<file path="src/rtl/tbws_pkg.sv">
// Shared types, constants and character helpers for the text word signature block.
package tbws_pkg;

  // Only the low six bits of either hash ever select a signature bit, and the
  // low bits of a product depend only on the low bits of its operands.
  localparam int HASH_W = 6;
  localparam int SIG_W  = 2 ** HASH_W;
  localparam int SEED_W = 32;
  localparam int BYTE_W = 8;

  localparam int PREFIX_LIMIT_DEF = 4;

  localparam logic [SEED_W-1:0] FNV_PRIME      = 32'd16777619;
  localparam logic [SEED_W-1:0] LENGTH_MIX     = 32'd2654435761;
  localparam logic [SEED_W-1:0] SEED_ONE_RESET = 32'd2166136261;
  localparam logic [SEED_W-1:0] SEED_TWO_RESET = 32'd2246822519;

  localparam logic [HASH_W-1:0] FNV_PRIME_LO  = FNV_PRIME[HASH_W-1:0];
  localparam logic [HASH_W-1:0] LENGTH_MIX_LO = LENGTH_MIX[HASH_W-1:0];

  // Configuration register indexes.
  localparam int CFG_IDX_W = 2;
  localparam logic [CFG_IDX_W-1:0] REG_FIRST_SEED  = 2'd0;
  localparam logic [CFG_IDX_W-1:0] REG_SECOND_SEED = 2'd1;

  // Contents of the input register stage.
  typedef struct packed {
    logic              valid;
    logic [BYTE_W-1:0] text_byte;
    logic              last_byte;
  } in_word_t;

  function automatic logic is_word_char(input logic [BYTE_W-1:0] b);
    return (b >= 8'h80) || ((b >= 8'h30) && (b <= 8'h39)) ||
           ((b >= 8'h41) && (b <= 8'h5A)) || ((b >= 8'h61) && (b <= 8'h7A));
  endfunction

  // Lowercased character, low hash bits only.
  function automatic logic [HASH_W-1:0] fold_char(input logic [BYTE_W-1:0] b);
    logic [BYTE_W-1:0] c;
    c = b;
    if ((b >= 8'h41) && (b <= 8'h5A)) begin
      c = b + 8'h20;
    end
    return c[HASH_W-1:0];
  endfunction

  function automatic logic [HASH_W-1:0] hash_step(input logic [HASH_W-1:0] h,
                                                  input logic [HASH_W-1:0] c);
    logic [2*HASH_W-1:0] prod;
    prod = (h ^ c) * FNV_PRIME_LO;
    return prod[HASH_W-1:0];
  endfunction

endpackage

</file>
<file path="src/rtl/tbws_in_stage.sv">
// Input register stage: captures one text word and holds it until the core takes it.
module tbws_in_stage (
  input  logic                      clk,
  input  logic                      rst_n,
  input  logic                      in_valid,
  output logic                      in_stall,
  input  logic [tbws_pkg::BYTE_W-1:0] in_text_byte,
  input  logic                      in_last_byte,
  input  logic                      go,
  output tbws_pkg::in_word_t        stage
);
  import tbws_pkg::*;

  logic              valid_r, valid_nxt;
  logic [BYTE_W-1:0] byte_r;
  logic              last_r;
  logic              accept;

  assign in_stall = valid_r && !go;
  assign accept   = in_valid && !in_stall;

  always_comb begin
    valid_nxt = valid_r;
    if (accept) begin
      valid_nxt = 1'b1;
    end else if (go) begin
      valid_nxt = 1'b0;
    end
  end

  always_ff @(posedge clk) begin
    if (!rst_n) begin
      valid_r <= 1'b0;
    end else begin
      valid_r <= valid_nxt;
    end
  end

  always_ff @(posedge clk) begin
    if (accept) begin
      byte_r <= in_text_byte;
      last_r <= in_last_byte;
    end
  end

  assign stage = '{valid: valid_r, text_byte: byte_r, last_byte: last_r};

endmodule

</file>
<file path="src/rtl/tbws_accum.sv">
// Word hashing, signature accumulation and the result register.
module tbws_accum #(
  parameter int PREFIX_LIMIT = tbws_pkg::PREFIX_LIMIT_DEF
) (
  input  logic                        clk,
  input  logic                        rst_n,
  input  tbws_pkg::in_word_t          stage,
  input  logic [tbws_pkg::HASH_W-1:0] seed_one,
  input  logic [tbws_pkg::HASH_W-1:0] seed_two,
  output logic                        go,
  output logic                        out_valid,
  input  logic                        out_stall,
  output logic [tbws_pkg::SIG_W-1:0]  out_signature
);
  import tbws_pkg::*;

  localparam int PW = $clog2(PREFIX_LIMIT + 1);
  localparam logic [PW-1:0] LIMIT = PW'(PREFIX_LIMIT);

  logic [HASH_W-1:0] h1_r, h1_nxt, h2_r, h2_nxt;
  logic [PW-1:0]     pt_r, pt_nxt;
  logic [SIG_W-1:0]  acc_r, acc_nxt;
  logic              out_valid_r, out_valid_nxt;
  logic [SIG_W-1:0]  out_sig_r;

  logic              word;
  logic              finish;
  logic [HASH_W-1:0] h1_base, h2_base, h1_word, h2_word, h1_fin, h2_fin;
  logic [PW-1:0]     pt_word, pt_fin;
  logic [2*HASH_W-1:0] mix_prod;
  logic [HASH_W-1:0] mix;
  logic [SIG_W-1:0]  sig_new;

  // A final word waits while the result register is full and stalled.
  assign go = stage.valid && (!stage.last_byte || !out_valid_r || !out_stall);

  always_comb begin
    word    = is_word_char(stage.text_byte);
    h1_base = (pt_r == '0) ? seed_one : h1_r;
    h2_base = (pt_r == '0) ? seed_two : h2_r;
    h1_word = h1_base;
    h2_word = h2_base;
    pt_word = pt_r;
    if (pt_r < LIMIT) begin
      h1_word = hash_step(h1_base, fold_char(stage.text_byte));
      h2_word = hash_step(h2_base, fold_char(stage.text_byte));
      pt_word = pt_r + 1'b1;
    end

    // A word character on the last byte joins its word before it is closed.
    finish = !word || stage.last_byte;
    h1_fin = word ? h1_word : h1_r;
    h2_fin = word ? h2_word : h2_r;
    pt_fin = word ? pt_word : pt_r;

    mix_prod = {{(HASH_W-PW){1'b0}}, pt_fin} * LENGTH_MIX_LO;
    mix      = mix_prod[HASH_W-1:0];

    sig_new = acc_r;
    if (finish && (pt_fin != '0)) begin
      sig_new = acc_r | (SIG_W'(1) << (h1_fin ^ mix)) | (SIG_W'(1) << (h2_fin ^ mix));
    end

    h1_nxt = h1_r;
    h2_nxt = h2_r;
    pt_nxt = pt_r;
    acc_nxt = acc_r;
    out_valid_nxt = out_valid_r && out_stall;
    if (go) begin
      if (word) begin
        h1_nxt = h1_word;
        h2_nxt = h2_word;
        pt_nxt = pt_word;
      end
      if (finish) begin
        pt_nxt = '0;
      end
      acc_nxt = sig_new;
      if (stage.last_byte) begin
        acc_nxt = '0;
        out_valid_nxt = 1'b1;
      end
    end
  end

  always_ff @(posedge clk) begin
    if (!rst_n) begin
      pt_r        <= '0;
      acc_r       <= '0;
      out_valid_r <= 1'b0;
    end else begin
      pt_r        <= pt_nxt;
      acc_r       <= acc_nxt;
      out_valid_r <= out_valid_nxt;
    end
  end

  // Hash values are only read while a word is open, so they need no reset.
  always_ff @(posedge clk) begin
    h1_r <= h1_nxt;
    h2_r <= h2_nxt;
    if (go && stage.last_byte) begin
      out_sig_r <= sig_new;
    end
  end

  assign out_valid     = out_valid_r;
  assign out_signature = out_sig_r;

endmodule

</file>
<file path="src/rtl/text_word_bloom_signature.sv">
// Top level of the text word signature block: seed registers and the two stages.
//
//   port group   direction  payload                     handshake
//   in_          sink       text_byte[7:0], last_byte    in_valid / in_stall
//   out_         source     signature[63:0]              out_valid / out_stall
//   cfg_         sink       index[1:0], wdata[31:0]      cfg_wr_en
//
// One text word is taken every cycle while in_stall is low; a word is held in the
// input register until the state update takes it, and the signature shows at the
// result register the cycle after its last word is processed.
// Synchronous active-low reset clears the word state, the signature and the
// seeds to their defaults; no clearing pass is needed.
// in_stall rises only when a final word waits behind a stalled result.
module text_word_bloom_signature #(
  parameter int PREFIX_LIMIT = tbws_pkg::PREFIX_LIMIT_DEF
) (
  input  logic                           clk,
  input  logic                           rst_n,
  input  logic                           in_valid,
  output logic                           in_stall,
  input  logic [tbws_pkg::BYTE_W-1:0]    in_text_byte,
  input  logic                           in_last_byte,
  output logic                           out_valid,
  input  logic                           out_stall,
  output logic [tbws_pkg::SIG_W-1:0]     out_signature,
  input  logic                           cfg_wr_en,
  input  logic [tbws_pkg::CFG_IDX_W-1:0] cfg_index,
  input  logic [tbws_pkg::SEED_W-1:0]    cfg_wdata
);
  import tbws_pkg::*;

  logic [HASH_W-1:0] seed_one_r, seed_one_nxt, seed_two_r, seed_two_nxt;
  in_word_t          stage;
  logic              go;

  // Only the low bits of each seed can reach a signature bit.
  always_comb begin
    seed_one_nxt = seed_one_r;
    seed_two_nxt = seed_two_r;
    if (cfg_wr_en) begin
      case (cfg_index)
        REG_FIRST_SEED:  seed_one_nxt = cfg_wdata[HASH_W-1:0];
        REG_SECOND_SEED: seed_two_nxt = cfg_wdata[HASH_W-1:0];
        default: ;
      endcase
    end
  end

  always_ff @(posedge clk) begin
    if (!rst_n) begin
      seed_one_r <= SEED_ONE_RESET[HASH_W-1:0];
      seed_two_r <= SEED_TWO_RESET[HASH_W-1:0];
    end else begin
      seed_one_r <= seed_one_nxt;
      seed_two_r <= seed_two_nxt;
    end
  end

  tbws_in_stage u_in_stage (
    .clk          (clk),
    .rst_n        (rst_n),
    .in_valid     (in_valid),
    .in_stall     (in_stall),
    .in_text_byte (in_text_byte),
    .in_last_byte (in_last_byte),
    .go           (go),
    .stage        (stage)
  );

  tbws_accum #(
    .PREFIX_LIMIT (PREFIX_LIMIT)
  ) u_accum (
    .clk           (clk),
    .rst_n         (rst_n),
    .stage         (stage),
    .seed_one      (seed_one_r),
    .seed_two      (seed_two_r),
    .go            (go),
    .out_valid     (out_valid),
    .out_stall     (out_stall),
    .out_signature (out_signature)
  );

  a_no_stall_when_empty: assert property (@(posedge clk) disable iff (!rst_n)
    !stage.valid |-> !in_stall)
    else $error("input stalled with an empty input register");

  a_last_waits_for_result: assert property (@(posedge clk) disable iff (!rst_n)
    (stage.valid && stage.last_byte && out_valid && out_stall) |-> (in_stall && !go))
    else $error("final word processed while the result register was blocked");

  a_last_gives_result: assert property (@(posedge clk) disable iff (!rst_n)
    (go && stage.last_byte) |=> out_valid)
    else $error("final word processed without a result");

endmodule

</file>
<file path="config.mk">
export PLATFORM = sky130hd
export DESIGN_NAME = text_word_bloom_signature
export DESIGN_NICKNAME = d
export VERILOG_FILES = /design/src/rtl/tbws_pkg.sv /design/src/rtl/tbws_in_stage.sv /design/src/rtl/tbws_accum.sv /design/src/rtl/text_word_bloom_signature.sv
export SDC_FILE = /design/constraint.sdc
export NUM_CORES = 1
export LEC_CHECK = 0
export BUFFER_PORTS_ARGS = -buffer_cell sky130_fd_sc_hd__buf_2
export CORE_MARGIN = 4
export CORE_UTILIZATION = 45
export DETAILED_ROUTE_END_ITERATION = 7
export PLACE_DENSITY = 0.61
export RECOVER_POWER = 50
export SKIP_LAST_GASP = 1
export SYNTH_ARGS = -nofsm -noshare
export SYNTH_HDL_FRONTEND = slang
export SYNTH_HIERARCHICAL = 1
export SYNTH_SLANG_ARGS = --single-unit
</file>
<file path="constraint.sdc">
create_clock -name clk -period 16.4 [get_ports clk]
set_clock_uncertainty 0.05 [all_clocks]
set_input_delay 3.28 -clock clk [delete_from_list [all_inputs] [get_ports clk]]
set_output_delay 3.28 -clock clk [all_outputs]
set_load 0.02 [all_outputs]
</file>
-- After elaboration in Yosys (flattened, before gate mapping)
Cells that the tools add are included.
- bits in registers: 166
- logic and storage cells: 77
- $mul: 3
- bitwise operators: 6
- equal/unequal tests: 1
- $lt $le $gt $ge: 8
- reductions and logical operators: 27
- $add $sub $neg: 2
- shift-type cells: 2
- multiplexer cells: 17
- operators by type and width (cell ; count):
    two-way mux 64 bit ; 2
    OR 64 bit ; 2
    << shifter 1 x 6 -> 64 bit, first input constant ; 2
    two-way mux 6 bit ; 8
    multiplier 12 x 5 -> 6 bit, second input constant ; 2
    XOR 6 bit ; 4
    greater-or-equal comparator 8 x 7 -> 1 bit, second input constant ; 2
    <= comparator 8 x 7 -> 1 bit, second input constant ; 2
    logical AND 1 bit ; 9
    two-way mux 3 bit ; 3
    greater-or-equal comparator 8 x 6 -> 1 bit, second input constant ; 1
    greater-or-equal comparator 8 bit, second input constant ; 1
    <= comparator 8 x 6 -> 1 bit, second input constant ; 1
    adder 6 bit, second input constant ; 1
    logical NOT 1 bit ; 6
    logical OR 1 bit ; 6
    multiplier 3 x 6 -> 6 bit, second input constant ; 1
    two-way mux 1 bit ; 4
    AND reduction 2 bit ; 2
    adder 3 x 1 -> 3 bit, second input constant ; 1
    logical NOT 3 bit ; 1
    less-than comparator 3 bit, second input constant ; 1
    nonzero test 3 bit ; 1
    == test 2 x 1 -> 1 bit, second input constant ; 1
    other kinds (2) ; 2

-- Logic depth before layout (Yosys ltp)
- depth in word-level cells: 14
- mapped depth: 24

-- Modules after synthesis
Netlist, hierarchy kept.
- modules (own cells, without submodules) (module ; cells each ; area an instance (um^2) ; times used):
    tbws_accum ; 788 ; 7970.1 ; 1
    text_word_bloom_signature ; 50 ; 510.5 ; 1
    tbws_in_stage ; 15 ; 332.8 ; 1

-- Worst setup path after synthesis
Ideal clock, no wire load.
- path kind: input to output
- start: input out_stall
- end: output in_stall
- arrival: 4.318 ns
- stages on the path: 5
- setup slack: 8.752 ns
- buffers on the path: 1
- cell sequence: nand3_1 nand2_1 clkinv_1 clkbuf_1 nor2b_4
- cells in the longest elaborated chain, start to end: 5
- RTL lines (element ; line ; text):
    start, declared ; text_word_bloom_signature.sv:24 ; input logic out_stall,
    logical NOT 1 bit ; tbws_accum.sv:35 ; assign go = stage.valid && (!stage.last_byte || !out_valid_r || !out_stall);
    logical OR 1 bit ; tbws_accum.sv:35 ;
    logical AND 1 bit ; tbws_accum.sv:35 ;
    via go ; text_word_bloom_signature.sv:34 ; logic go;
    logical NOT 1 bit ; tbws_in_stage.sv:19 ; assign in_stall = valid_r && !go;
    logical AND 1 bit ; tbws_in_stage.sv:19 ;
    end, declared ; text_word_bloom_signature.sv:20 ; output logic in_stall,
The timed path passes the listed nets, and every way through them passes these cells.

-- Final worst setup path
- start: input out_stall
- end: register u_accum.out_sig_r[27] (netlist: u_accum/out_signature[27]) (enable)
- cells in the longest elaborated chain, start to end: 4
- RTL lines (element ; line ; text):
    logical NOT 1 bit ; tbws_accum.sv:35 ;
    logical OR 1 bit ; tbws_accum.sv:35 ;
    logical AND 1 bit ; tbws_accum.sv:35 ;
    via go ; text_word_bloom_signature.sv:34 ;
    logical AND 1 bit ; tbws_accum.sv:102 ; if (go && stage.last_byte) begin
    end signal, assigned ; tbws_accum.sv:103 ; out_sig_r <= sig_new;
    end, declared ; tbws_accum.sv:24 ; logic [SIG_W-1:0] out_sig_r;
The timed path passes the listed nets, and every way through them passes these cells.
A chain may end at the register's enable or synchronous reset.

==> run summary <==
The area share of the leading cell type in the synthesized netlist came out at 29.0%. The path class of the tightest hold or removal check is reg2reg. The first routing iteration left 850 violations. The reported max-cap violation count came out at 2. The part of the cycle the worst path needs came out at approximately half.

approximately 110 I/O pins were placed. The number of global-route vias before repair is 6,591. For this run, the leading register cell type out of synthesis is edfxtp_1. In the synthesized netlist the async set-or-reset flop fraction comes to 0%. Port buffering added 87 buffers.

The number of sinks driven by the clock tree is 166. The wire length of the first global-routing pass is 36,900 µm. The footprint of the multi-input gates came out at 4270 µm². The clock latency on the worst-skew pair is 0.43 ns. The level count of the clock H-tree came out at 4. The repair_antennas step left the layout with diodes totalling 0.

The final layout contains 983 nets. TritonCTS built the clock tree. The number of post-CTS setup repair buffers is 0. The synthesized netlist net count is approximately 920.

The core outline area came out at 19,000 µm². The clock slew at the register clock pins of the worst setup and hold paths is 0.06 ns. The area growth from synthesis to layout came out at 11.8%. The number of warnings printed during yosys synthesis came out at 6.

After synthesis, the cell types taking the most area are edfxtp_1 29%, dfxtp_1 18%, a221o_1 5.0%, nand2_1 3.9%, nor2_1 3.0%. The final core utilization is between 50% and 60%. The effective utilization at floorplan came out at 46.5%. The final setup TNS came out at 0 ns.

The synthesized area per cell is 10.3 µm². The worst vdd rail ir drop came out at 0.0994 mV. The minimum setup slack in the final design came out at 8.16 ns. The sequential cell area is 4170 µm². The shortest clock period the worst path allows after layout came out at between 8 and 9 ns. For the worst setup path, the data required time is 16.33 ns. The number of endpoints with negative hold slack in the final report is 0. The total of cells resized after clock tree synthesis is 0. After synthesis, the netlist uses 74 different library cells.

Synthesis inferred 166 register bits. Counting cells, the worst reg-to-reg path comes to 18. The count of hold-fix buffers inserted at cts came out at 0. In this run, CTS created clock tree buffers numbering 17.

After detailed routing, the number of vias per cell comes to 6.03. The floorplan step defined a die boundary enclosing 21,900 µm². The library cell with the highest instance count after synthesis is nand2_1. The initialized floorplan defines 50 standard-cell rows. Before CTS, the worst setup slack after placement is around 9.1 ns.

Power spread over the standard cell area amounts to 134 nW/µm². The proportion of synthesized chip area in sequential cells came out at 47.4%. The ratio of cells with drive above 1 in the final layout came out at 9.38%. The DRC violations left is 0. The run finished, with violations left. The number of placed instances, taps included is 1,156. By startpoint and endpoint, the worst setup path is classified as in2reg. The worst setup path is launched from an input pin. The signal arrival time at the worst endpoint is 8.17 ns.

The number of slew-limit violations in the final report was between 90 and 100. The total congestion overflow came out at 0. Global routing consumed, over all layers together, 21.4% of the routing resources. In this run the horizontal extent of the chip is approximately 150 µm.

The number of setup violations in the final report came out at 0. The cell area after technology mapping is 8810 µm². The total wirelength of the detailed-routed design came out at 23,600 µm. The endpoint type of the worst setup path is a flop. The library cell occupying the most area in the post-synthesis netlist is edfxtp_1.

After synthesis, the most frequently instantiated cells are 91 x nand2_1, 85 x edfxtp_1, 81 x dfxtp_1. The final reports fail on max-capacitance violations, max-slew violations. Routability-driven placement finished with a final weighted congestion of 0.887.

The worst hold path stage count came out at 2. The average routed wire per standard cell came out at approximately 20 µm. The initial antenna violation count is 0.

Setup repair after global routing left no endpoint under its margin. Entering global routing, the biggest net connects 60 pins. The pin slew with the least headroom to its limit came out at 2.95 ns. In this run the clock root is driven by a clkbuf_16. The count of nets left with antenna violations once routing finished came out at 0. The deepest clock path buffer count is 2. The maximum clock frequency came out at 0.121 GHz. The reported leakage power came out at 3.79 nW. The final instance count without filler cells came out at roughly 1,200. The die outline height is about 150 µm.

The layout has 1,779 filler cells. The maximum fanout encountered on the critical timing path came out at 58. The worst pin sits at a relative slew slack of -96.8%. Yosys mapped a number of flops with a built-in enable equal to 85. In the synthesized netlist, the number of instances is roughly 850. The total via count in the routed design is 7,169. The placed wire-length estimate after detailed placement came out at 16,200 µm. The first-pass iteration count of the detailed router came out at 5.
==> state kept, by name (all words and copies together) (netlist names) <==
signal                 count
u_in_stage/last_r          1
u_accum/out_signature     64
seed_one_r                 6
u_accum/h1_r               6
u_accum/out_valid          1
seed_two_r                 6
u_accum/h2_r               6
u_accum/pt_r               3
u_in_stage/byte_r          8
u_in_stage/valid_r         1
u_accum/acc_r             64
==> kinds of logic after synthesis <==
logic type / Yosys count / synth area share, %
AOI/OAI and AO/OA: 243 / 21.4
xor gates and xnor gates: 33 / 4.19
adders and majority gates: 20 / 3.01
buffers and inverters: 81 / 4.07
DFF: 166 / 47.4
muxes: 34 / 4.77
and+or+nand+nor: 276 / 15.2
==> cell usage in the layout, fill, tap and decap left out, types with 6 or more instances in the layout <==
master,instances
mux4_2,6
a21oi_1,32
buf_2,20
a211o_1,7
nand2b_1,6
o21ai_0,37
xnor2_1,21
or3_1,7
nor4_1,6
nor2b_1,19
a221o_1,44
clkbuf_1,73
o221ai_1,17
nor3_1,27
buf_4,8
dfxtp_1,81
nand4b_1,6
o211ai_1,17
nor2_1,69
edfxtp_1,85
xor2_1,6
mux2i_1,24
o31ai_1,6
clkbuf_16,17
nand2_1,91
nand3_1,14
ha_1,18
inv_1,26
o211a_1,16
a32oi_1,15
a221oi_1,9
==> through the flow <==
| stage | power [W] | cell area, µm² | hold WS [ns] |
|---|---|---|---|
| 2_1_floorplan | 0.000806 | 8810 | 0.383 |
| 3_3_place_gp | 0.000937 | 9400 | 0.394 |
| 3_5_place_dp | 0.000938 | 9400 | 0.397 |
| 4_1_cts | 0.00132 | 9960 | 0.413 |
| 5_1_grt | 0.00139 | 9850 | 0.430 |
| 6_report | 0.00133 | 9850 | 0.411 |
==> metal layers <==
metal / global-route usage [%] / vias up / part of all wire (%)
li1: - / 3400 / -
met1: 31.6 / 3416 / 46
met2: 32.0 / 311 / 45
met3: 3.62 / 42 / 6.6
met4: 7.53 / 0 / 2.2
met5: 0 / - / 0
==> critical path, stage by stage <==
cell      delay, ns
clkbuf_1       0.09
nand3_1        0.08
nand2_1        0.09
clkinv_1       0.07
clkbuf_1       1.43
nand2_1        0.55
inv_1          0.39
clkbuf_1       2.11
==> worst paths after layout <==
kind,from,end,slack (ns)
worst min register to register,seed_two_r[3]$_SDFFE_PN0P_,seed_two_r[3]$_SDFFE_PN0P_,0.41
worst max register to register,u_accum/pt_r[0]$_SDFFE_PN0P_,u_accum/out_signature[53]$_DFFE_PP_,9.04
worst max-delay path,out_stall,u_accum/out_signature[27]$_DFFE_PP_,8.16
worst min-delay path,seed_two_r[3]$_SDFFE_PN0P_,seed_two_r[3]$_SDFFE_PN0P_,0.41
==> final cells by class <==
type,instances,share of cell area (%)
inverters,27,1.03
repair buffers,97,4.25
flip-flops and latches,166,42.4
clock inverters,9,0.940
multi-input cells,606,43.4
clock buffers,23,4.75
well taps,260,3.30
==> power by group <==
group / switching, W / internal (W) / total [W]
Clock: 0.000168 / 0.000219 / 0.000387
Combinational: 0.000315 / 0.000143 / 0.000458
Sequential: 0.0000153 / 0.000465 / 0.000480
No activity file was read; power rests on OpenSTA's default activity.
